**src/fcpa_ram.sv**
```systemverilog
// Generic single-write, single-read synchronous RAM with registered read data.
// No dependencies.
`default_nettype none

module fcpa_ram #(
  parameter int Width = 8,
  parameter int Depth = 16
) (
  input  wire logic                     clk,
  input  wire logic                     we,
  input  wire logic [$clog2(Depth)-1:0] waddr,
  input  wire logic [Width-1:0]         wdata,
  input  wire logic                     re,
  input  wire logic [$clog2(Depth)-1:0] raddr,
  output logic      [Width-1:0]         rdata
);

  logic [Width-1:0] mem [Depth];

  always_ff @(posedge clk) begin
    if (we) begin
      mem[waddr] <= wdata;
    end
    if (re) begin
      rdata <= mem[raddr];
    end
  end

endmodule

`default_nettype wire

```
**config.mk**
```make
export PLATFORM = sky130hd
export DESIGN_NAME = fcpa_ram
export DESIGN_NICKNAME = d
export VERILOG_FILES = /design/src/fcpa_ram.sv
export SDC_FILE = /design/constraint.sdc
export NUM_CORES = 1
export LEC_CHECK = 0
export BUFFER_PORTS_ARGS = -buffer_cell sky130_fd_sc_hd__buf_2
export CORE_ASPECT_RATIO = 1.2
export CORE_UTILIZATION = 65
export DETAILED_ROUTE_END_ITERATION = 6
export PLACE_DENSITY_LB_ADDON = 0.25
export RECOVER_POWER = 50
export SYNTH_ARGS = -nofsm -noshare
export SYNTH_HDL_FRONTEND = slang
export SYNTH_SLANG_ARGS = --single-unit
```
**constraint.sdc**
```tcl
create_clock -name clk -period 4.3 [get_ports clk]
set_clock_uncertainty 0.1 [all_clocks]
set_input_delay 0.86 -clock clk [delete_from_list [all_inputs] [get_ports clk]]
set_output_delay 0.86 -clock clk [all_outputs]
set_load 0.01 [all_outputs]
```
# Yosys cells after proc, flatten, opt, wreduce, memory -nomap -nowiden
# Memories as Yosys holds them, arrays and structs flattened. A register that Yosys moved wholly into a read port is not among the register bits.
# Cells that the tools add are included.
# Widths: inputs -> output; s select.
[word_totals]
ramBits = 128
in_bits = 19
word_cells = 3
n_memories = 1
latchBits = 0
output_inout_bits = 8
ff_bits = 0
romBits = 0
[classes]
n_eq_ne = 0
addsub = 0
mul = 0
magnitude_cmp = 0
mux = 2
n_bitwise = 0
n_div = 0
n_reduce_logical = 0
shift = 0
[mem_list]
columns = ["memory", "depth", "word_bits", "read_ports", "rd_clocked_by_memory_dff", "write_ports", "line", "rtl"]
rows = [
  ["mem", 16, 8, 1, 1, 1, "18", "logic [Width-1:0] mem [Depth];"],
]
[ops]
columns = ["op", "count"]
rows = [
  ["$mux 1", 2],
]

# Longest topological paths before layout
# Gate-level depths: netlist of the first run.
[depth]
word_depth = 2
mapped_depth = 5
mapped_depth_nobuf = 3

# Worst setup path before layout of the first run
# Ideal clock, no wire load.
[synth_path]
kind = "input-to-reg"
startpoint = "input waddr[2]"
endpoint = "memory mem[0][0] (enable)"
path_slack_ns = 1.847
path_stages = 2
required_time_ns = 3.817
setup_ns = 0.383
t_arrival_ns = 1.970
path_buffers = 0
cell_sequence = "or3b_2 -> nor3_1"
[synth_lines]
columns = ["item", "line", "rtl"]
rows = [
  ["from (decl)", "11", "input wire logic [$clog2(Depth)-1:0] waddr,"],
  ["to (decl)", "18", ""],
]
# Straight into the memory's write port.

==> results of run 1 <==
## power by group through the flow
stage | sequential, mW | clock [mW] | combinational [mW]
3_3_place_gp | 1.53 | 0 | 0.128
6_report | 1.50 | 1.36 | 0.130
3_5_place_dp | 1.53 | 0 | 0.131
2_1_floorplan | 1.53 | 0 | 0.0754
4_1_cts | 1.50 | 1.38 | 0.132
5_1_grt | 1.50 | 1.42 | 0.139
## kinds of logic (layout without fill, tap and decap cells)
family / count (synthesis) / after routing / synth area share
buf+inv: 10 / 58 / 0.01651
simple gates: 35 / 35 / 0.03136
flops: 136 / 136 / 0.7812
compound gates: 16 / 16 / 0.02298
mux: 32 / 32 / 0.1479
## placed cells by master (no fill, tap or decap), drive strengths merged, types with 2 or more instances in the layout
cell      n
edfxtp  136
mux4     32
clkbuf   30
buf      18
a22oi    16
nor2     13
nand2     9
clkinv    6
nor3      4
bufinv    3
nand3b    2
nand2b    2
## worst max-delay path, cell delays in order
cell	delay (ps)
sky130_fd_sc_hd__buf_2	330
sky130_fd_sc_hd__buf_4	440
sky130_fd_sc_hd__mux4_1	620
sky130_fd_sc_hd__a22oi_1	230
sky130_fd_sc_hd__nand2_1	80
## state kept, by name, summed over array words and instances, names as in the netlist
register / cells
rdata: 8
mem: 128
## path summary, 6_finish.rpt
path | slack, ps | end | cells past startpoint | from
worst max register to register | 2680 | rdata[3]$_DFFE_PP_ | 3 | mem[4][3]$_DFFE_PP_
worst min register to register | 660 | rdata[4]$_DFFE_PP_ | 3 | mem[14][4]$_DFFE_PP_
worst min-delay path | 660 | rdata[4]$_DFFE_PP_ | 3 | mem[14][4]$_DFFE_PP_
worst max-delay path | 1870 | rdata[3]$_DFFE_PP_ | 5 | raddr[0]
## layout make-up
type,instances,area (µm²),share of cell area
repair buffers,28,132.6,0.02227
multi-input cells,83,1067,0.1792
flip-flops and latches,136,4084,0.6859
clock buffers,20,425.4,0.07144
clock inverters,10,130.1,0.02185
well taps,92,115.1,0.01933
## metrics by stage
step / power, mW / hold slack [ps] / instances / worst slack, ps / area [µm²]
after floorplan: 1.606 / 604.8 / 229 / 1847 / 5228
after global placement: 1.655 / 628.0 / 339 / 1308 / 5411
after detailed placement: 1.660 / 641.3 / 339 / 1336 / 5411
after CTS: 3.012 / 584.9 / 369 / 1859 / 5967
after global routing: 3.069 / 692.9 / 369 / 1741 / 5954
final: 2.994 / 656.9 / 369 / 1870 / 5954
## per-layer routing
metal / track usage / vias up / part of all wire
met4: 0.1340 / 0 / 0.022
met1: 0.3510 / 1272 / 0.41
met3: 0.06826 / 16 / 0.061
li1: - / 1055 / -
met5: 0 / - / 0
met2: 0.4155 / 124 / 0.50
==> out/summary.txt, run 1 <==
1st-pass router iterations: 7
Area leader, netlist: sky130_fd_sc_hd__edfxtp_1
Number of buffers created by CTS: 17
Hold Buf Count CTS: 0
Area of the die: 8407 µm²
Global-route wire length before repair: 14880 µm
Start-to-end type of the worst setup path: in2reg
Type of the worst min-delay path: reg2reg
Main flop type after synthesis: sky130_fd_sc_hd__edfxtp_1
Cell at the root of the clock tree: sky130_fd_sc_hd__clkbuf_8
Most instantiated cells after synthesis: 136 x sky130_fd_sc_hd__edfxtp_1, 18 x sky130_fd_sc_hd__mux4_2, 16 x sky130_fd_sc_hd__a22oi_1
DRC marker count from the first detailed-route iteration: 263
Leak pwr: 1.966 nW
Starting utilization of the core area: 0.6744
Via count of the first global-routing pass: 2625
Largest buffer count on any clock path: 2
RSZ-0062 raised after global routing: false
Ratio of cells with drive above 1 in the final layout: 0.2347
Pins Over Slew Limit: 0
Power Density: 502.9 nW/µm²
Max-capacitance violation count: 0
Seq/Total Area, Yosys: 0.7812
Clock tree from TritonCTS: built
Final critical-path required period: 2430 ps
Proportion of power drawn by flip-flops and latches: 0.502
Last weighted congestion value of the routability-driven placer: 0.7416
Fmax achieved: 411.5 MHz
I/O pin total: 27
Mapped Area: 5228 µm²
Worst Max-Slew Pin Slew: 1214 ps
Top-area cell type share of the netlist area: 0.7812
Startpoint type of the worst setup path: input port
Synth Register Bits: 136
Final cycle utilization of the critical path: 0.5651
Layout-stage area growth over the synthesis result: 13.91%
Post-synthesis async set-or-reset flop share: 0
Floorplan die height: 100.2 µm
Resize count post-CTS: 0
Violations in the final reports: DRC
Final hold vios: 0
Critical Path Sink Type: register
Average wire length per cell after detail routing: 26.92 µm
CTS Sinks: 136
Cell row count: 35
Diodes inserted: 0
Floorplan Core Area: 7751 µm²
Average instance area after synthesis: 22.83 µm²
EDFF count, synth: 136
CTS H-Tree Depth: 4
Biggest area contributors in the synthesized netlist: sky130_fd_sc_hd__edfxtp_1 78%, sky130_fd_sc_hd__mux4_2 7.8%, sky130_fd_sc_hd__mux4_1 7.0%
Most numerous cell in the Yosys netlist: sky130_fd_sc_hd__edfxtp_1
VDD IR max: 0.4503 mV
Via count: 2467
Net total in the final layout: 285
Setup Buffers After CTS: 0
Grt ovf: 0
Final core utilization: 0.7682
Data arrival time of the critical path: 2590 ps
Max-Slew Margin vs Limit: 0.1841
Critical path required time: 4460 ps
Maximum number of pins on one net before global-route repair: 33
Post-DRT Antenna Nets: 0
Syn_nets: 248
Fill count: 389
Hpwl dp: 5845 µm
Switching share of total power: 0.1933
Share of power burned in combinational logic: 0.043
Total internal power: 2.416 mW
Relative contribution of the clock network to total power: 0.455
Clock transition at the registers of the reported paths: 60 ps
Switching power: 0.5789 mW
Buffers on Ports: 26
Horizontal extent of the die: 83.87 µm
Antenna violations before repair: 0
Unique cell type count in the Yosys netlist: 18
Mean number of vias per cell: 6.686
Count of unresolved DRC violations after routing: 4
Wire length reported by the detailed router: 9932 µm
Clock latency on the worst-skew pair: 510 ps
Global-route usage over all layers: 0.2644
Maximum fanout encountered on the critical timing path: 21
Post-Synthesis Cells: 229
Final setup violation count: 0
Count of yosys warnings during synthesis: 0
Result of the run: finished, violations left
Setup TNS after final layout: 0 ps
Power figures use the tool's default switching activity.
==> run 2, diff against run 1 <==
--- a/config.mk
+++ b/config.mk
@@ -5,9 +5,10 @@
 export SDC_FILE = /design/constraint.sdc
 export NUM_CORES = 1
 export LEC_CHECK = 0
+export ABC_AREA = 1
 export BUFFER_PORTS_ARGS = -buffer_cell sky130_fd_sc_hd__buf_2
 export CORE_ASPECT_RATIO = 1.2
-export CORE_UTILIZATION = 65
+export CORE_UTILIZATION = 61
 export DETAILED_ROUTE_END_ITERATION = 6
 export PLACE_DENSITY_LB_ADDON = 0.25
 export RECOVER_POWER = 50
==> constraint.sdc (replaced) <==
create_clock -name clk -period 2.5 [get_ports clk]
set_clock_uncertainty 0.1 [all_clocks]
set_input_delay 0.5 -clock clk [delete_from_list [all_inputs] [get_ports clk]]
set_output_delay 0.5 -clock clk [all_outputs]
set_load 0.01 [all_outputs]
==> run 2 against run 1 <==
Compared with the run above:
- highest routed layer unchanged
- clock power rose by 74%
- synthesized cell count rose by 140%
- area after synthesis rose by 12%
- critical path type is now reg2out
- via count rose by 58%
- the flow now finishes without violations
- worst setup slack got worse by 1000 ps
==> out/summary.txt, run 2 <==
Antenna violations before repair: 0 (unchanged)
Placed standard-cell area: 6036 µm² (+12%)
Main flop type after synthesis: sky130_fd_sc_hd__edfxtp_1
Final cycle utilization of the critical path: 0.6667
Syn_nets: 570 (+130%)
Critical Path Sink Type: output pin
Pre-CTS setup slack: 495.2 ps (-840.8 ps)
Leak pwr: 2.830 nW (+44%)
Finished layout cell area: 6578 µm² (+10%)
Commonest cells after routing, fill and taps aside: 173 x sky130_fd_sc_hd__nand2_1, 136 x sky130_fd_sc_hd__edfxtp_1, 100 x sky130_fd_sc_hd__inv_1, 97 x sky130_fd_sc_hd__nand3_1, 17 x sky130_fd_sc_hd__nor2_1
Smallest setup slack after layout: 833.2 ps (-1037 ps)
Total internal power: 4.148 mW (+72%)
Via count: 3897 (+58%)
Floorplan Core Area: 9176 µm² (+18%)
Setup Buffers After CTS: 0 (unchanged)
Pins Over Slew Limit: 0 (unchanged)
Largest buffer count on any clock path: 2 (unchanged)
WL met3: 887 µm (+46%)
Most instantiated cells after synthesis: 173 x sky130_fd_sc_hd__nand2_1, 136 x sky130_fd_sc_hd__edfxtp_1, 100 x sky130_fd_sc_hd__inv_1
Depth of the critical timing path with buffers and inverters included: 1 (-4)
Post-synthesis async set-or-reset flop share: 0 (unchanged)
Average wire length per cell after detail routing: 17.60 µm (-35%)
EDFF count, synth: 136 (unchanged)
CTS Sinks: 136 (unchanged)
# placed instances: 683 (+100%)
Minimum setup slack among reg-to-reg paths: 1230 ps (-1450 ps)
Gate family responsible for the most delay along the worst path: flip-flops
Mapped Area: 5847 µm² (+12%)
Hold Buf Count CTS: 0 (unchanged)
Number of buffers created by CTS: 17 (unchanged)
Slowest library cell on the worst path: sky130_fd_sc_hd__edfxtp_1
Fmax achieved: 599.9 MHz
Final setup violation count: 0 (unchanged)
CTS H-Tree Depth: 4 (unchanged)
Most numerous cell in the Yosys netlist: sky130_fd_sc_hd__nand2_1
Hpwl dp: 7792 µm (+33%)
Start-to-end type of the worst setup path: reg2out
Resize count post-CTS: 0 (unchanged)
DRC marker count from the first detailed-route iteration: 431 (+64%)
Cell at the root of the clock tree: sky130_fd_sc_hd__clkbuf_8
Post-Synthesis Cells: 551 (+140%)
I/O pin total: 27 (unchanged)
Layout-stage area growth over the synthesis result: 12.50%
Maximum number of pins on one net before global-route repair: 43 (+30%)
Floorplan die height: 109.2 µm (+9.0%)
Power Density: 797.7 nW/µm² (+59%)
Final critical-path required period: 1667 ps
Launching instance or port of the critical path: rdata[2]$_DFFE_PP_
Starting utilization of the core area: 0.6372 (-0.03725)
Global-route usage over all layers: 0.2792 (+0.01484)
Ratio of cells with drive above 1 in the final layout: 0.09076 (-0.1439)
Buffers on Ports: 26 (unchanged)
Registers with the most flip-flops: mem x128, rdata x8
Count of yosys warnings during synthesis: 0 (unchanged)
Relative contribution of the clock network to total power: 0.450 (-0.005)
Final Instance Count excl. Fillers: 715 (+94%)
Clock transition at the registers of the reported paths: 60 ps (about the same)
Final hold vios: 0 (unchanged)
Peak per-stage delay on the critical path: 390 ps (-230 ps)
1st-pass router iterations: 5 (-2)
Number of flip-flops in the largest register: 128 (unchanged)
Critical-path cell list: buf_2
Synth Register Bits: 136 (unchanged)
Top-area cell type share of the netlist area: 0.6985 (-0.08275)
Share of power burned in combinational logic: 0.057 (+0.014)
Startpoint type of the worst setup path: register
Area leader, netlist: sky130_fd_sc_hd__edfxtp_1
Worst Reg2Reg Path Length in Cells: 6 (+3)
Most flop-heavy register: mem
Average instance area after synthesis: 10.61 µm² (-54%)
RSZ-0062 raised after global routing: false
Crit Reg-Reg Startpoint: mem[5][0]$_DFFE_PP_
Number of buffer and inverter instances along the worst setup path: 1 (-1)
Last weighted congestion value of the routability-driven placer: 0.8917 (+20%)
Mean number of vias per cell: 5.450 (-18%)
End of the critical path: rdata[2]
Worst Max-Slew Pin Slew: 994.7 ps (-219.8 ps)
Wire length reported by the detailed router: 12580 µm (+27%)
Proportion of power drawn by flip-flops and latches: 0.493 (-0.009)
Setup TNS after final layout: 0 ps (unchanged)
Count of unresolved DRC violations after routing: 0 (-4)
Most common cell after layout, fill and taps aside: sky130_fd_sc_hd__nand2_1
Critical path required time: 1900 ps (-2560 ps)
Post-DRT Antenna Nets: 0 (unchanged)
Via count of the first global-routing pass: 3943 (+50%)
Diodes inserted: 0 (unchanged)
Max-Slew Margin vs Limit: 0.3369 (+0.1528)
Horizontal extent of the die: 91.37 µm (+8.9%)
Grt ovf: 0 (unchanged)
Maximum fanout encountered on the critical timing path: 1 (-95%)
Clock tree from TritonCTS: built
Cell row count: 38 (+8.6%)
Net total in the final layout: 601 (+110%)
VDD IR max: 0.7217 mV (+60%)
Biggest area contributors in the synthesized netlist: sky130_fd_sc_hd__edfxtp_1 70%, sky130_fd_sc_hd__nand2_1 11%, sky130_fd_sc_hd__nand3_1 8.3%
Area of the die: 9982 µm² (+19%)
Reg-to-reg endpoint: rdata[0]$_DFFE_PP_
Met2 routed WL: 6365 µm (+27%)
Unique cell type count in the Yosys netlist: 11 (-7)
Type of the worst min-delay path: in2reg
Seq/Total Area, Yosys: 0.6985 (-0.08275)
Length of routed wiring on met1: 4896 µm (+20%)
Switching share of total power: 0.2094 (+0.01610)
Top metal layer carrying routed signals: met4
Global-route wire length before repair: 19650 µm (+32%)
Data arrival time of the critical path: 1070 ps (-1520 ps)
Result of the run: finished clean
Clock latency on the worst-skew pair: 530 ps (+20 ps)
Switching power: 1.099 mW (+90%)
Max-capacitance violation count: 0 (unchanged)
==> run 2: cell count changes in the layout (fill, tap and decap cells not counted), sizes merged, moves of 2 or more <==
cell / previous run / this run
a22oi: 16 / 0
buf: 18 / 25
clkinv: 6 / 9
inv: 0 / 102
mux4: 32 / 0
nand2: 9 / 173
nand2b: 2 / 0
nand3: 1 / 97
nor2: 13 / 17
nor3: 4 / 0
==> run 2: per-layer routing <==
metal | track usage | vias up
met4 | 0.1644 | 0
met5 | 0 | -
met3 | 0.06695 | 36
met2 | 0.4627 | 180
met1 | 0.3374 | 1839
li1 | - | 1842
==> run 2: cells by family (layout without fill, tap and decap cells) <==
| family | count (synthesis) | count (layout) | synth area share |
|---|---|---|---|
| buffers and inverters | 126 | 170 | 0.09394 |
| AND/OR/NAND/NOR | 289 | 289 | 0.2076 |
| flip-flops | 136 | 136 | 0.6985 |
==> run 2: through the flow <==
| step | utilization | total power, mW | hold slack, ps |
|---|---|---|---|
| after floorplan | - | 2.814 | 498.9 |
| after global placement | 0.6578 | 2.921 | 626.5 |
| after detailed placement | 0.6578 | 2.930 | 635.4 |
| after CTS | 0.7186 | 5.266 | 213.2 |
| final | 0.7168 | 5.247 | 333.8 |
| after global routing | 0.7168 | 5.381 | 343.9 |
==> run 2: power by group through the flow <==
stage | sequential [mW] | clock (mW) | combinational, mW
6_report | 2.59 | 2.36 | 0.300
3_3_place_gp | 2.63 | 0 | 0.292
5_1_grt | 2.59 | 2.46 | 0.330
3_5_place_dp | 2.63 | 0 | 0.299
4_1_cts | 2.58 | 2.38 | 0.301
2_1_floorplan | 2.63 | 0 | 0.180
==> run 2: layout make-up <==
type	instances	area, µm²
clock buffer	20	425.4
tap	120	150.1
multi-input combinational	289	1214
sequential	136	4084
inverter	102	382.9
timing repair buffer	36	188.9
fill	626	2599
clock inverter	12	132.6
==> run 2: worst min path at each step <==
| stage | from | endpoint | depth (start not counted) |
|---|---|---|---|
| after floorplan | wdata[0] | mem[0][0]$_DFFE_PP_ | 0 |
| after global routing | raddr[3] | rdata[1]$_DFFE_PP_ | 3 |
| after detailed placement | mem[12][5]$_DFFE_PP_ | rdata[5]$_DFFE_PP_ | 6 |
| after global placement | mem[13][5]$_DFFE_PP_ | rdata[5]$_DFFE_PP_ | 6 |
| after CTS | re | rdata[6]$_DFFE_PP_ | 1 |
| final | re | rdata[6]$_DFFE_PP_ | 1 |
