**src/fcpa_pkg.sv**
```systemverilog
// Shared types, widths and codes for the fixed chunk pool allocator.
// No dependencies; used by fcpa_own and fixed_chunk_pool_allocator.
`default_nettype none

package fcpa_pkg;

  localparam int NUM_CHUNKS_DEF = 1024;

  localparam int ADDR_W     = 33;
  localparam int BASE_W     = 32;
  localparam int SIZE_W     = 17;
  localparam int TALLY_W    = 32;
  localparam int BYTES_W    = 27;
  localparam int FREE_W     = 11;
  localparam int STATUS_W   = 2;
  localparam int CFG_IDX_W  = 8;
  localparam int CFG_DATA_W = 32;

  localparam logic [SIZE_W-1:0] CHUNK_BYTES_RST = 17'd8;

  localparam logic REQ_ALLOC   = 1'b0;
  localparam logic REQ_RELEASE = 1'b1;

  localparam logic [CFG_IDX_W-1:0] CFG_REGION_BASE = 8'd0;
  localparam logic [CFG_IDX_W-1:0] CFG_CHUNK_BYTES = 8'd1;

  typedef enum logic [STATUS_W-1:0] {
    ST_OK        = 2'd0,
    ST_EMPTY     = 2'd1,
    ST_NOT_OWNED = 2'd2,
    ST_FULL      = 2'd3
  } status_t;

  typedef struct packed {
    logic done;
    logic owned;
  } own_res_t;

endpackage

`default_nettype wire

```
**src/fcpa_own.sv**
```systemverilog
// Ownership check for a released address: region bounds, then a restoring
// divider (one quotient bit per cycle) for the chunk index and boundary test.
// Depends on fcpa_pkg.
`default_nettype none

module fcpa_own #(
  parameter int NumChunks = fcpa_pkg::NUM_CHUNKS_DEF
) (
  input  wire logic                              clk,
  input  wire logic                              rst_n,
  input  wire logic                              start,
  input  wire logic [fcpa_pkg::ADDR_W-1:0]       addr,
  input  wire logic [fcpa_pkg::BASE_W-1:0]       base,
  input  wire logic [fcpa_pkg::SIZE_W-1:0]       size,
  output fcpa_pkg::own_res_t                     res,
  output logic      [$clog2(NumChunks)-1:0]      idx
);
  import fcpa_pkg::*;

  localparam int IdxW = $clog2(NumChunks);
  localparam int LimW = SIZE_W + $clog2(NumChunks + 1);
  localparam int DivW = SIZE_W + IdxW - 1;
  localparam int CntW = $clog2(IdxW + 1);

  typedef enum logic [4:0] {
    OS_IDLE  = 5'b00001,
    OS_LIM   = 5'b00010,
    OS_RANGE = 5'b00100,
    OS_DIV   = 5'b01000,
    OS_DONE  = 5'b10000
  } ostate_t;

  ostate_t              state_r;
  logic [ADDR_W-1:0]    rem_r;
  logic                 bad_r;
  logic [SIZE_W-1:0]    size_r;
  logic [LimW-1:0]      lim_r;
  logic [DivW-1:0]      dsh_r;
  logic [IdxW-1:0]      q_r;
  logic [CntW-1:0]      cnt_r;
  logic [ADDR_W:0]      diff;
  logic                 ge;

  assign diff = {1'b0, addr} - (ADDR_W + 1)'(base);
  assign ge   = {1'b0, rem_r} >= (ADDR_W + 1)'(dsh_r);

  always_ff @(posedge clk) begin
    if (!rst_n) begin
      state_r <= OS_IDLE;
    end else begin
      unique case (state_r)
        OS_IDLE:  if (start) state_r <= OS_LIM;
        OS_LIM:   state_r <= OS_RANGE;
        OS_RANGE: state_r <= OS_DIV;
        OS_DIV:   if (cnt_r == CntW'(1)) state_r <= OS_DONE;
        OS_DONE:  state_r <= OS_IDLE;
        default:  state_r <= OS_IDLE;
      endcase
    end
  end

  always_ff @(posedge clk) begin
    unique case (state_r)
      OS_IDLE: begin
        if (start) begin
          rem_r  <= diff[ADDR_W-1:0];
          bad_r  <= (addr == '0) || (size == '0) || diff[ADDR_W];
          size_r <= size;
        end
      end
      OS_LIM: begin
        lim_r <= LimW'(size_r) * LimW'(NumChunks);
        dsh_r <= DivW'(size_r) << (IdxW - 1);
        q_r   <= '0;
        cnt_r <= CntW'(IdxW);
      end
      OS_RANGE: begin
        if ((ADDR_W + 1)'(rem_r) >= (ADDR_W + 1)'(lim_r)) begin
          bad_r <= 1'b1;
        end
      end
      OS_DIV: begin
        if (ge) begin
          rem_r <= ADDR_W'((ADDR_W + 1)'(rem_r) - (ADDR_W + 1)'(dsh_r));
        end
        q_r   <= IdxW'({q_r, ge});
        dsh_r <= dsh_r >> 1;
        cnt_r <= cnt_r - CntW'(1);
      end
      default: begin
      end
    endcase
  end

  assign res.done  = (state_r == OS_DONE);
  assign res.owned = !bad_r && (rem_r == '0);
  assign idx       = q_r;

endmodule

`default_nettype wire

```
**config.mk**
```make
export PLATFORM = sky130hd
export DESIGN_NAME = fcpa_own
export DESIGN_NICKNAME = d
export VERILOG_FILES = /design/src/fcpa_pkg.sv /design/src/fcpa_own.sv
export SDC_FILE = /design/constraint.sdc
export NUM_CORES = 1
export LEC_CHECK = 0
export BUFFER_PORTS_ARGS = -buffer_cell sky130_fd_sc_hd__buf_2
export CAP_MARGIN = 20
export CORE_MARGIN = 2
export CORE_UTILIZATION = 64
export CTS_CLUSTER_DIAMETER = 60
export DETAILED_ROUTE_END_ITERATION = 7
export PLACE_DENSITY = 0.86
export SKIP_LAST_GASP = 1
export SLEW_MARGIN = 20
export SYNTH_ARGS = -nofsm -noshare
export SYNTH_HDL_FRONTEND = slang
export SYNTH_SLANG_ARGS = --single-unit
```
**constraint.sdc**
```tcl
create_clock -name clk -period 10.4 [get_ports clk]
set_input_delay 2.08 -clock clk [delete_from_list [all_inputs] [get_ports clk]]
set_output_delay 2.08 -clock clk [all_outputs]
set_load 0.02 [all_outputs]
```
Yosys cells after proc, flatten, opt, wreduce, memory -nomap -nowiden
Cells that the tools add are included.

operators by class
  reductions and logical operators = 14
  $add $sub $neg = 3
  multiply operators = 0
  eq/ne operators = 10
  magnitude comparators = 2
  bitwise logic cells = 0
  div/mod/pow operators = 0
  muxes and demuxes = 12
  shifts and indexed selects = 0

operators by type and width
  kind                                                  number
  zero test 33 bit                                      2
  two-way mux 33 bit                                    2
  case mux 33 bit (2 select lines)                      1
  case mux 26 bit (2 select lines)                      1
  subtractor 33 x 32 -> 34 bit                          1
  greater-or-equal comparator 33 x 26 -> 1 bit          1
  greater-or-equal comparator 33 x 27 -> 1 bit          1
  subtractor 33 x 26 -> 33 bit                          1
  case mux 10 bit (2 select lines)                      1
  case mux 5 bit (4 select lines)                       1
  zero test 17 bit                                      1
  two-way mux 5 bit                                     2
  inequality test 2 bit (second input constant)         4
  case mux 4 bit (2 select lines)                       1
  AND reduction 3 bit                                   2
  nonzero test 2 bit                                    3
  equality test 5 x 1 -> 1 bit (second input constant)  1
  equality test 5 x 2 -> 1 bit (second input constant)  1
  equality test 5 x 3 -> 1 bit (second input constant)  1
  equality test 5 x 4 -> 1 bit (second input constant)  1
  equality test 5 bit (second input constant)           1
  equality test 4 x 1 -> 1 bit (second input constant)  1
  AND reduction 2 bit                                   2
  subtractor 4 x 1 -> 4 bit (second input constant)     1
  5 further kinds                                       7

storage, ports and cells
  latch bits = 0
  output and inout port bits = 12
  register bits after elaboration = 113
  memories kept = 0
  logic and storage cells = 49
  memory bits (writable) = 0
  bits in read-only memories = 0

Logic depth before layout (Yosys ltp)
Gate-level depths: netlist of the first run.

  depth in word-level cells = 5
  depth in mapped cells = 12
  gate-level depth less buffers = 12

Worst setup path before layout of the first run
No wires, ideal clock.

  path kind = input to register
  from = in addr[0] (netlist name)
  to = reg rem_r[30] (data pin)
  required time = 10.140 ns
  data arrival time = 4.261 ns
  setup slack = 5.879 ns
  cell stages on the path = 12
  cell sequence = inv_1 > ha_1 > fa_1 > nand2b_1 > a21oi_1 > o211ai_1 > a211oi_1 > nor3_1 > o21ai_0 > a31oi_1 > xnor2_1 > mux2_2

between the ends
  cells in the longest elaborated chain, start to end = 3

ends and longest elaborated chain
  element                           line            text
  start, declared                   fcpa_own.sv:12  input wire logic [fcpa_pkg::ADDR_W-1:0] addr,
  subtractor 33 x 32 -> 34 bit      fcpa_own.sv:44  assign diff = {1'b0, addr} - (ADDR_W + 1)'(base);
  two-way mux 33 bit                fcpa_own.sv:65  if (start) begin
  case mux 33 bit (2 select lines)  fcpa_own.sv:63  unique case (state_r)
  end signal, assigned              fcpa_own.sv:66  rem_r <= diff[ADDR_W-1:0];
  end signal, assigned              fcpa_own.sv:84  rem_r <= ADDR_W'((ADDR_W + 1)'(rem_r) - (ADDR_W + 1)'(dsh_r));
  end, declared                     fcpa_own.sv:34  logic [ADDR_W-1:0] rem_r;

No other way between the ends. The select of a mux whose other input is x is not followed.
A chain may end at the register's enable or synchronous reset.

==> metrics, run 1 <==
IO Pins=97; # fillers=917; drt first pass iters=5; final cycle utilization of the critical path=45.2%; layout cells sized above 1=14.1%; Core ar.=12600 um2; highest clock rate=0.213 GHz; Distinct cells, synth=59; commonest non-fill, non-tap cell in the layout=edfxtp_1; status=completed; H-tree levels=4; Worst Setup Start Kind=register; Sw Ratio=28.4%; design area=9460 um2; Area growth syn-to-layout=15.5%; Pwr Total=0.00152 W; reg2reg end=rem_r[10]; Cell Pwr Density=161 nW/um2; Tot GR Track Use=30.3%; Hold Path Class=reg2reg; RSZ-0062 raised after global routing=false; crit path time final=4700 ps; nets@finish=1152; Pins Over Slew Limit=0; via count=7104; max_cap viols=0; slowest CP cell=or4_1; R2R Setup Slk=6430 ps; combinational power share=22.6%; Mapped Nets=1057; CP bufs+invs=1; Crit. End Element=output pin; number of remaining DRC errors=0; Vert. Die Dim=117 um; Final GP Congestion=0.934; Internal=0.00109 W; DR iter-0 viols=788; Psw=0.000431 W; Clock Power Share=40.0%; worst stage delay on the critical path=580 ps; Post-Place Cells=1141; sequential cell area fraction in the yosys report=40.8%; Initial Utilization=65.1%; Fin. Hold Viols=0; Final HPWL DP=14.8 mm; top post-synthesis cells by area=edfxtp_1 40%, ha_1 12%, a21oi_1 4.6%, inv_1 4.2%, nand2_1 4.0%; grt ovf=0; WL final=20.0 mm; Seq cells post-synth=113; Arrival @ worst endpoint=2620 ps; Post-Syn Instances=893; Slew @ Worst Pin=789 ps; clk sinks=113; drt wl/cell=17.1 um; Root Buffer=clkbuf_16; CTS Buffer Depth=2; IO Port Bufs=96; worst reg2reg path depth=10; setup bufs post-CTS=0; Critical Path Start=rem_r[28]; register area=3340 um2; post-detailed-route count of antenna-violating nets=0; asr flop ratio synth=0%; vias in the first global route=6509; Synth Cell Area=8190 um2; top_reg_cell synth=edfxtp_1; Crit path max-delay family=simple AND/OR/NAND/NOR gates; power share of the sequential group=37.4%; area taken by multi-input logic gates=4430 um2; CP Capture Point=res[0]; dpl cell area=8840 um2; RR Startpoint=rem_r[3]; final non-filler cell total=1173; row count=41; CTS tree=yes; Post-synth EDFFs=108; Fin Setup TNS=0 ps; largest area contributor in the netlist=edfxtp_1; Setup CP Type=reg2out; CP Data Required Time=8320 ps; syn avg cell area=9.17 um2; Lkg Pwr=4.17 nW; maximum vdd drop=131 uV; first-pass GRT wire length=31.7 mm; clock latency on the worst-skew pair=420 ps; stages on the worst setup path=4; Die X=117 um; initial antenna violation count=0; Fin Clk Skew=9.51 ps; Worst-path clk slew=50 ps; most frequent cells in the layout=108 x edfxtp_1, 96 x buf_2, 91 x inv_1; CTS buffer count=17; ANT cells=0; CP Cell Sequence=or4_1 > or3_1 > nor4_1 > buf_2; post-synth top area share=39.6%; CP max FO=6; Via density=6.06; Rel. slew slack=46.7%; cts repair resizes=0; largest net degree at the start of global routing=76; final setup vio count=0; Die ar.=13700 um2; Post-CTS Hold Fix Bufs=0; Synth Warn #=0
stage by stage:
stage	utilization [%]	worst slack (ps)	hold WS, ps
after detailed placement	70.4	5490	433
after global placement	70.4	5580	433
after global routing	75.2	5690	469
after floorplan	-	5880	417
after CTS	75.2	5740	457
final	75.2	5700	458
Yosys cell counts (4+ instances only):
cell type / n
or3_1: 9
inv_1: 91
nor2_1: 67
o31ai_1: 9
xnor2_1: 29
ha_1: 77
and2_1: 14
a211oi_1: 11
a21oi_1: 75
nand2_1: 88
dfxtp_1: 5
a211o_1: 5
o21ai_1: 4
and3_1: 6
o21ai_0: 64
nand4_1: 13
nand2b_1: 13
nand3_1: 10
nor3_1: 16
a21o_1: 29
nor2b_1: 6
a31oi_1: 7
o21a_1: 8
clkbuf_1: 22
o211ai_1: 7
nor4_1: 18
edfxtp_1: 108
or2_2: 5
xor2_1: 25
layout make-up:
cell class / instances / area share, %
flip-flops and latches: 113 / 35.4
clock buffers: 22 / 4.80
well taps: 172 / 2.28
multi-input cells: 664 / 46.8
inverters: 91 / 3.61
repair buffers: 101 / 5.48
clock inverters: 10 / 1.68
worst min-delay path by stage:
| stage | start | to | slack [ps] | cells after the start |
|---|---|---|---|---|
| floorplan | size_r[16] | lim_r[26] | 420 | 0 |
| global placement | size_r[0] | lim_r[10] | 430 | 0 |
| detailed placement | size_r[8] | lim_r[18] | 430 | 0 |
| CTS | size_r[15] | lim_r[25] | 460 | 0 |
| global route | size_r[0] | lim_r[10] | 470 | 0 |
| finish | size_r[15] | lim_r[25] | 460 | 0 |
flip-flops by register name, indices dropped and copies added, names as in the netlist:
name,flops
idx,10
lim_r,17
bad_r,1
rem_r,33
state_r,5
dsh_r,26
cnt_r,4
size_r,17
power groups by stage:
stage / Combinational, W / Clock [W] / Sequential (W)
final: 0.000344 / 0.000608 / 0.000568
after global routing: 0.000382 / 0.000630 / 0.000570
after CTS: 0.000337 / 0.000612 / 0.000566
after detailed placement: 0.000331 / 0 / 0.000574
after global placement: 0.000323 / 0 / 0.000574
after floorplan: 0.000248 / 0 / 0.000565
cell families after synthesis:
family | share of synthesized area, %
AO/OA/AOI/OAI | 18.4
XOR/XNOR | 5.78
adder cells (fa/ha/maj) | 12.3
buffers and inverters | 5.32
flip-flops | 40.8
multiplexers | 0.642
AND/OR/NAND/NOR | 16.8
routing by layer:
metal | share of wire, % | track usage, % | routed length [um]
met3 | 7.3 | 5.46 | 1470
met4 | 2.9 | 10.7 | 574
met1 | 45 | 43.0 | 9070
met5 | 0 | 0 | 0
met2 | 44 | 47.2 | 8900
Note: power is estimated with default switching activity, not from simulation.
==> inputs of run 2 (changes only) <==
--- a/config.mk
+++ b/config.mk
@@ -8,10 +8,10 @@
 export BUFFER_PORTS_ARGS = -buffer_cell sky130_fd_sc_hd__buf_2
 export CAP_MARGIN = 20
 export CORE_MARGIN = 2
-export CORE_UTILIZATION = 64
+export CORE_UTILIZATION = 54
 export CTS_CLUSTER_DIAMETER = 60
 export DETAILED_ROUTE_END_ITERATION = 7
-export PLACE_DENSITY = 0.86
+export PLACE_DENSITY = 0.78
 export SKIP_LAST_GASP = 1
 export SLEW_MARGIN = 20
 export SYNTH_ARGS = -nofsm -noshare
==> constraint.sdc (replaced) <==
create_clock -name clk -period 3.9 [get_ports clk]
set_input_delay 0.78 -clock clk [delete_from_list [all_inputs] [get_ports clk]]
set_output_delay 0.78 -clock clk [all_outputs]
set_load 0.02 [all_outputs]
==> run 2 against run 1 <==
  * Utilization is 12 points lower
  * Clock power is 150% higher
  * Via count is 2.0% lower
  * Combinational power grew to 2.7 times the previous value
  * Final cell count is 1.6% higher
  * Global-route usage is 4.9 points lower
  * Wire length hardly changed
  * First-iteration DRC count is 8.9% lower
  * Clock skew hardly changed
  * Critical path type unchanged
  * Largest power group is now sequential cells
==> metrics, run 2 (same netlist as run 1, synthesis figures left out) <==
status=completed; highest clock rate=0.292 GHz; maximum vdd drop=331 uV; gr busiest metal=met2; Worst Setup Start Kind=register; first-pass GRT wire length=32.2 mm; nets@finish=1155; Vert. Die Dim=127 um; post-detailed-route count of antenna-violating nets=0; Critical Path Start=rem_r[28]; Via density=5.84; Rel. slew slack=42.6%; final non-filler cell total=1192; Crit. End Element=output pin; max reg flops=33; Die ar.=16200 um2; CTS tree=yes; layout cells sized above 1=14.4%; Slew @ Worst Pin=850 ps; Hold WS=470 ps; most frequent cells in the layout=108 x edfxtp_1, 96 x buf_2, 91 x inv_1; IO Port Bufs=96; WL final=20.0 mm; row count=45; Fin. Hold Viols=0; max_cap viols=0; grt met1 use=36.1%; clk sinks=113; Initial Utilization=54.5%; # fillers=1263; RSZ-0062 raised after global routing=false; Hold Crit Start=size_r[16]; IO Pins=97; Die X=127 um; vias in the first global route=6429; initial antenna violation count=0; Area growth syn-to-layout=15.4%; Top Registers=rem_r: 33 flops, dsh_r: 26 flops; CP Data Required Time=3120 ps; Hold Path Class=reg2reg; CP max FO=6; drt wl/cell=16.8 um; met3 usage=6.07%; Post-CTS Hold Fix Bufs=0; Root Buffer=clkbuf_16; Fin Setup TNS=0 ps; DR iter-0 viols=718; cts repair resizes=0; worst stage delay on the critical path=620 ps; Final HPWL DP=15.5 mm; drt first pass iters=5; final setup vio count=0; Lkg Pwr=4.16 nW; routing usage on met2=38.7%; register name with the most flops=rem_r; CTS Buffer Depth=2; register area=3340 um2; via count=6962; CP bufs+invs=1; Setup CP Type=reg2out; CP Cell Sequence=or4_1 > or3_1 > nor4_1 > buf_2; Tot GR Track Use=25.5%; largest net degree at the start of global routing=34; final cycle utilization of the critical path=87.8%; Worst-path clk slew=50 ps; H-tree levels=4; commonest non-fill, non-tap cell in the layout=edfxtp_1; design area=9450 um2; setup bufs post-CTS=0; Crit path max-delay family=simple AND/OR/NAND/NOR gates; clock latency on the worst-skew pair=430 ps; Fin Clk Skew=10.0 ps; ANT cells=0; CTS buffer count=17; dpl cell area=8890 um2; Post-Place Cells=1160; crit path time final=3420 ps; slowest CP cell=or4_1; number of remaining DRC errors=0; Core ar.=15000 um2; grt ovf=0; Final GP Congestion=0.966; Cell Pwr Density=415 nW/um2; Pins Over Slew Limit=0; RR Startpoint=rem_r[4]; Core Util, Final=62.9%; area taken by multi-input logic gates=4430 um2; Arrival @ worst endpoint=2640 ps
[run 2: per-stage QoR]
stage | worst slack [ps] | power, W
2_1_floorplan | 679 | 0.00217
3_3_place_gp | 348 | 0.00241
3_5_place_dp | 239 | 0.00242
4_1_cts | 488 | 0.00392
5_1_grt | 391 | 0.00410
6_report | 476 | 0.00392
[run 2: power by group]
group	internal, W	leakage [nW]	total, W	switching [W]
clock	0.000948	0.269	0.00149	0.000547
combinational	0.000378	2.85	0.000914	0.000536
sequential	0.00144	1.04	0.00151	0.0000689
[run 2: cell type report]
type	instances	share of cell area, %
clock buffers	21	4.77
clock inverters	11	1.22
inverters	91	3.61
multi-input cells	664	46.8
flip-flops and latches	113	35.4
well taps	188	2.49
repair buffers	104	5.72
[run 2: final timing paths]
path | end | slack (ps) | cells past startpoint
setup / recovery | res[0] | 480 | 4
hold / removal | lim_r[26] | 470 | 0
setup reg to reg | rem_r[24] | 670 | 11
hold reg to reg | lim_r[26] | 470 | 0
[run 2: layer usage]
layer  part of all wire [%]  up-vias  wire length, um
met2                     44      300             8770
met4                    2.4        0              470
met3                    7.2       42             1430
met1                     47     3182             9320
met5                      0        -                0
li1                       -     3438                -
==> inputs of run 3 (changes only) <==
--- a/config.mk
+++ b/config.mk
@@ -7,11 +7,12 @@
 export LEC_CHECK = 0
 export BUFFER_PORTS_ARGS = -buffer_cell sky130_fd_sc_hd__buf_2
 export CAP_MARGIN = 20
+export CELL_PAD_IN_SITES_DETAIL_PLACEMENT = 1
+export CELL_PAD_IN_SITES_GLOBAL_PLACEMENT = 2
 export CORE_MARGIN = 2
-export CORE_UTILIZATION = 54
-export CTS_CLUSTER_DIAMETER = 60
+export CORE_UTILIZATION = 33
 export DETAILED_ROUTE_END_ITERATION = 7
-export PLACE_DENSITY = 0.78
+export PLACE_DENSITY_LB_ADDON = 0.2
 export SKIP_LAST_GASP = 1
 export SLEW_MARGIN = 20
 export SYNTH_ARGS = -nofsm -noshare
==> run 3 against run 2 <==
  * Sequential share of layout area decreased by 0.88 points
  * Clock skew up 3.4 ps
  * Global-route usage down 6.4 points
  * Utilization shrank 23 points
  * Worst setup slack worse by 22 ps
  * Critical path depth unchanged
  * Fmax is 0.65% lower
  * Design area grew 2.5%
  * Final cell count rose by 12%
  * Largest power group is now clock
  * Highest routed layer unchanged
==> metrics, run 3 (same netlist as run 1, synthesis figures left out) <==
status=completed; Fin Clk Skew=13.4 ps; crit path time final=3450 ps; Root Buffer=clkbuf_16; Arrival @ worst endpoint=2670 ps; most frequent cells in the layout=108 x edfxtp_1, 96 x buf_2, 91 x inv_1; RSZ-0062 raised after global routing=false; clk sinks=113; largest net degree at the start of global routing=70; Core Util, Final=39.9%; Vert. Die Dim=162 um; Top Registers=rem_r: 33 flops, dsh_r: 26 flops; cts repair resizes=0; dpl cell area=9100 um2; initial antenna violation count=0; drt wl/cell=18.0 um; Setup CP Type=reg2out; final cycle utilization of the critical path=88.4%; Hold Crit Start=size_r[12]; CP Data Required Time=3120 ps; Worst Setup Start Kind=register; Crit. End Element=output pin; final setup vio count=0; grt met1 use=27.8%; routing usage on met2=28.9%; Final GP Congestion=0.812; Via density=5.08; Core ar.=24300 um2; drt first pass iters=4; commonest non-fill, non-tap cell in the layout=edfxtp_1; Area growth syn-to-layout=18.4%; via count=6770; H-tree levels=4; met3 usage=2.29%; clock latency on the worst-skew pair=420 ps; CTS tree=yes; Final HPWL DP=19.1 mm; maximum vdd drop=259 uV; layout cells sized above 1=14.9%; IO Port Bufs=96; register name with the most flops=rem_r; row count=57; Initial Utilization=33.7%; setup bufs post-CTS=0; R2R Setup Slk=530 ps; grt ovf=0; Hold WS=459 ps; Worst-path clk slew=50 ps; post-detailed-route count of antenna-violating nets=0; CTS buffer count=17; IO Pins=97; CTS Buffer Depth=2; Critical Path Start=rem_r[28]; Cell Pwr Density=417 nW/um2; Lkg Pwr=4.19 nW; max_cap viols=0; Hold Path Class=reg2reg; highest clock rate=0.290 GHz; Die X=162 um; design area=9690 um2; vias in the first global route=7044; Post-CTS Hold Fix Bufs=0; number of remaining DRC errors=0; DR iter-0 viols=317; RR Startpoint=dsh_r[4]; Rel. slew slack=36.1%; Fin. Hold Viols=0; Pwr Total=0.00404 W; WL final=24.0 mm; nets@finish=1159; gr busiest metal=met2; CP max FO=6; max reg flops=33; first-pass GRT wire length=38.4 mm; ANT cells=0; Slew @ Worst Pin=957 ps; Fin Setup TNS=0 ps; Die ar.=26100 um2; Tot GR Track Use=19.0%; Pins Over Slew Limit=0
==> run 3: per-stage QoR <==
step | setup WS, ps | std cells
finish | 453 | 1332
global route | 378 | 1332
CTS | 442 | 1332
detailed placement | 335 | 1300
global placement | 384 | 1300
floorplan | 679 | 893
==> run 3: area by class of cell <==
class | count | area (um2)
fillers | 2812 | 14600
repair buffers | 108 | 583
inverters | 91 | 342
clock inverters | 11 | 139
multi-input cells | 664 | 4430
clock buffers | 21 | 450
well taps | 324 | 405
flip-flops and latches | 113 | 3340
==> run 3: where the power goes <==
| part | internal, W | switching [W] |
|---|---|---|
| clock | 0.00101 | 0.000559 |
| sequential | 0.00144 | 0.0000732 |
| combinational | 0.000390 | 0.000558 |
| total | 0.00285 | 0.00119 |
==> run 3: path summary, 6_finish.rpt <==
kind	cells after the start	endpoint
max	4	res[0]
min	0	lim_r[22]
max reg2reg	12	rem_r[25]
min reg2reg	0	lim_r[22]
==> run 3: layer usage <==
layer  routed length, um  part of all wire [%]  vias up
li1                    -                     -     3444
met1               12400                    52     3191
met2               10400                    43      123
met3                 839                   3.5       12
met4                 301                   1.3        0
met5                   0                     0        -
==> run 3: critical path: stages, from the launching register on <==
cell,delay (ps)
edfxtp_1,550
or4_1,580
or3_1,450
nor4_1,430
buf_2,250
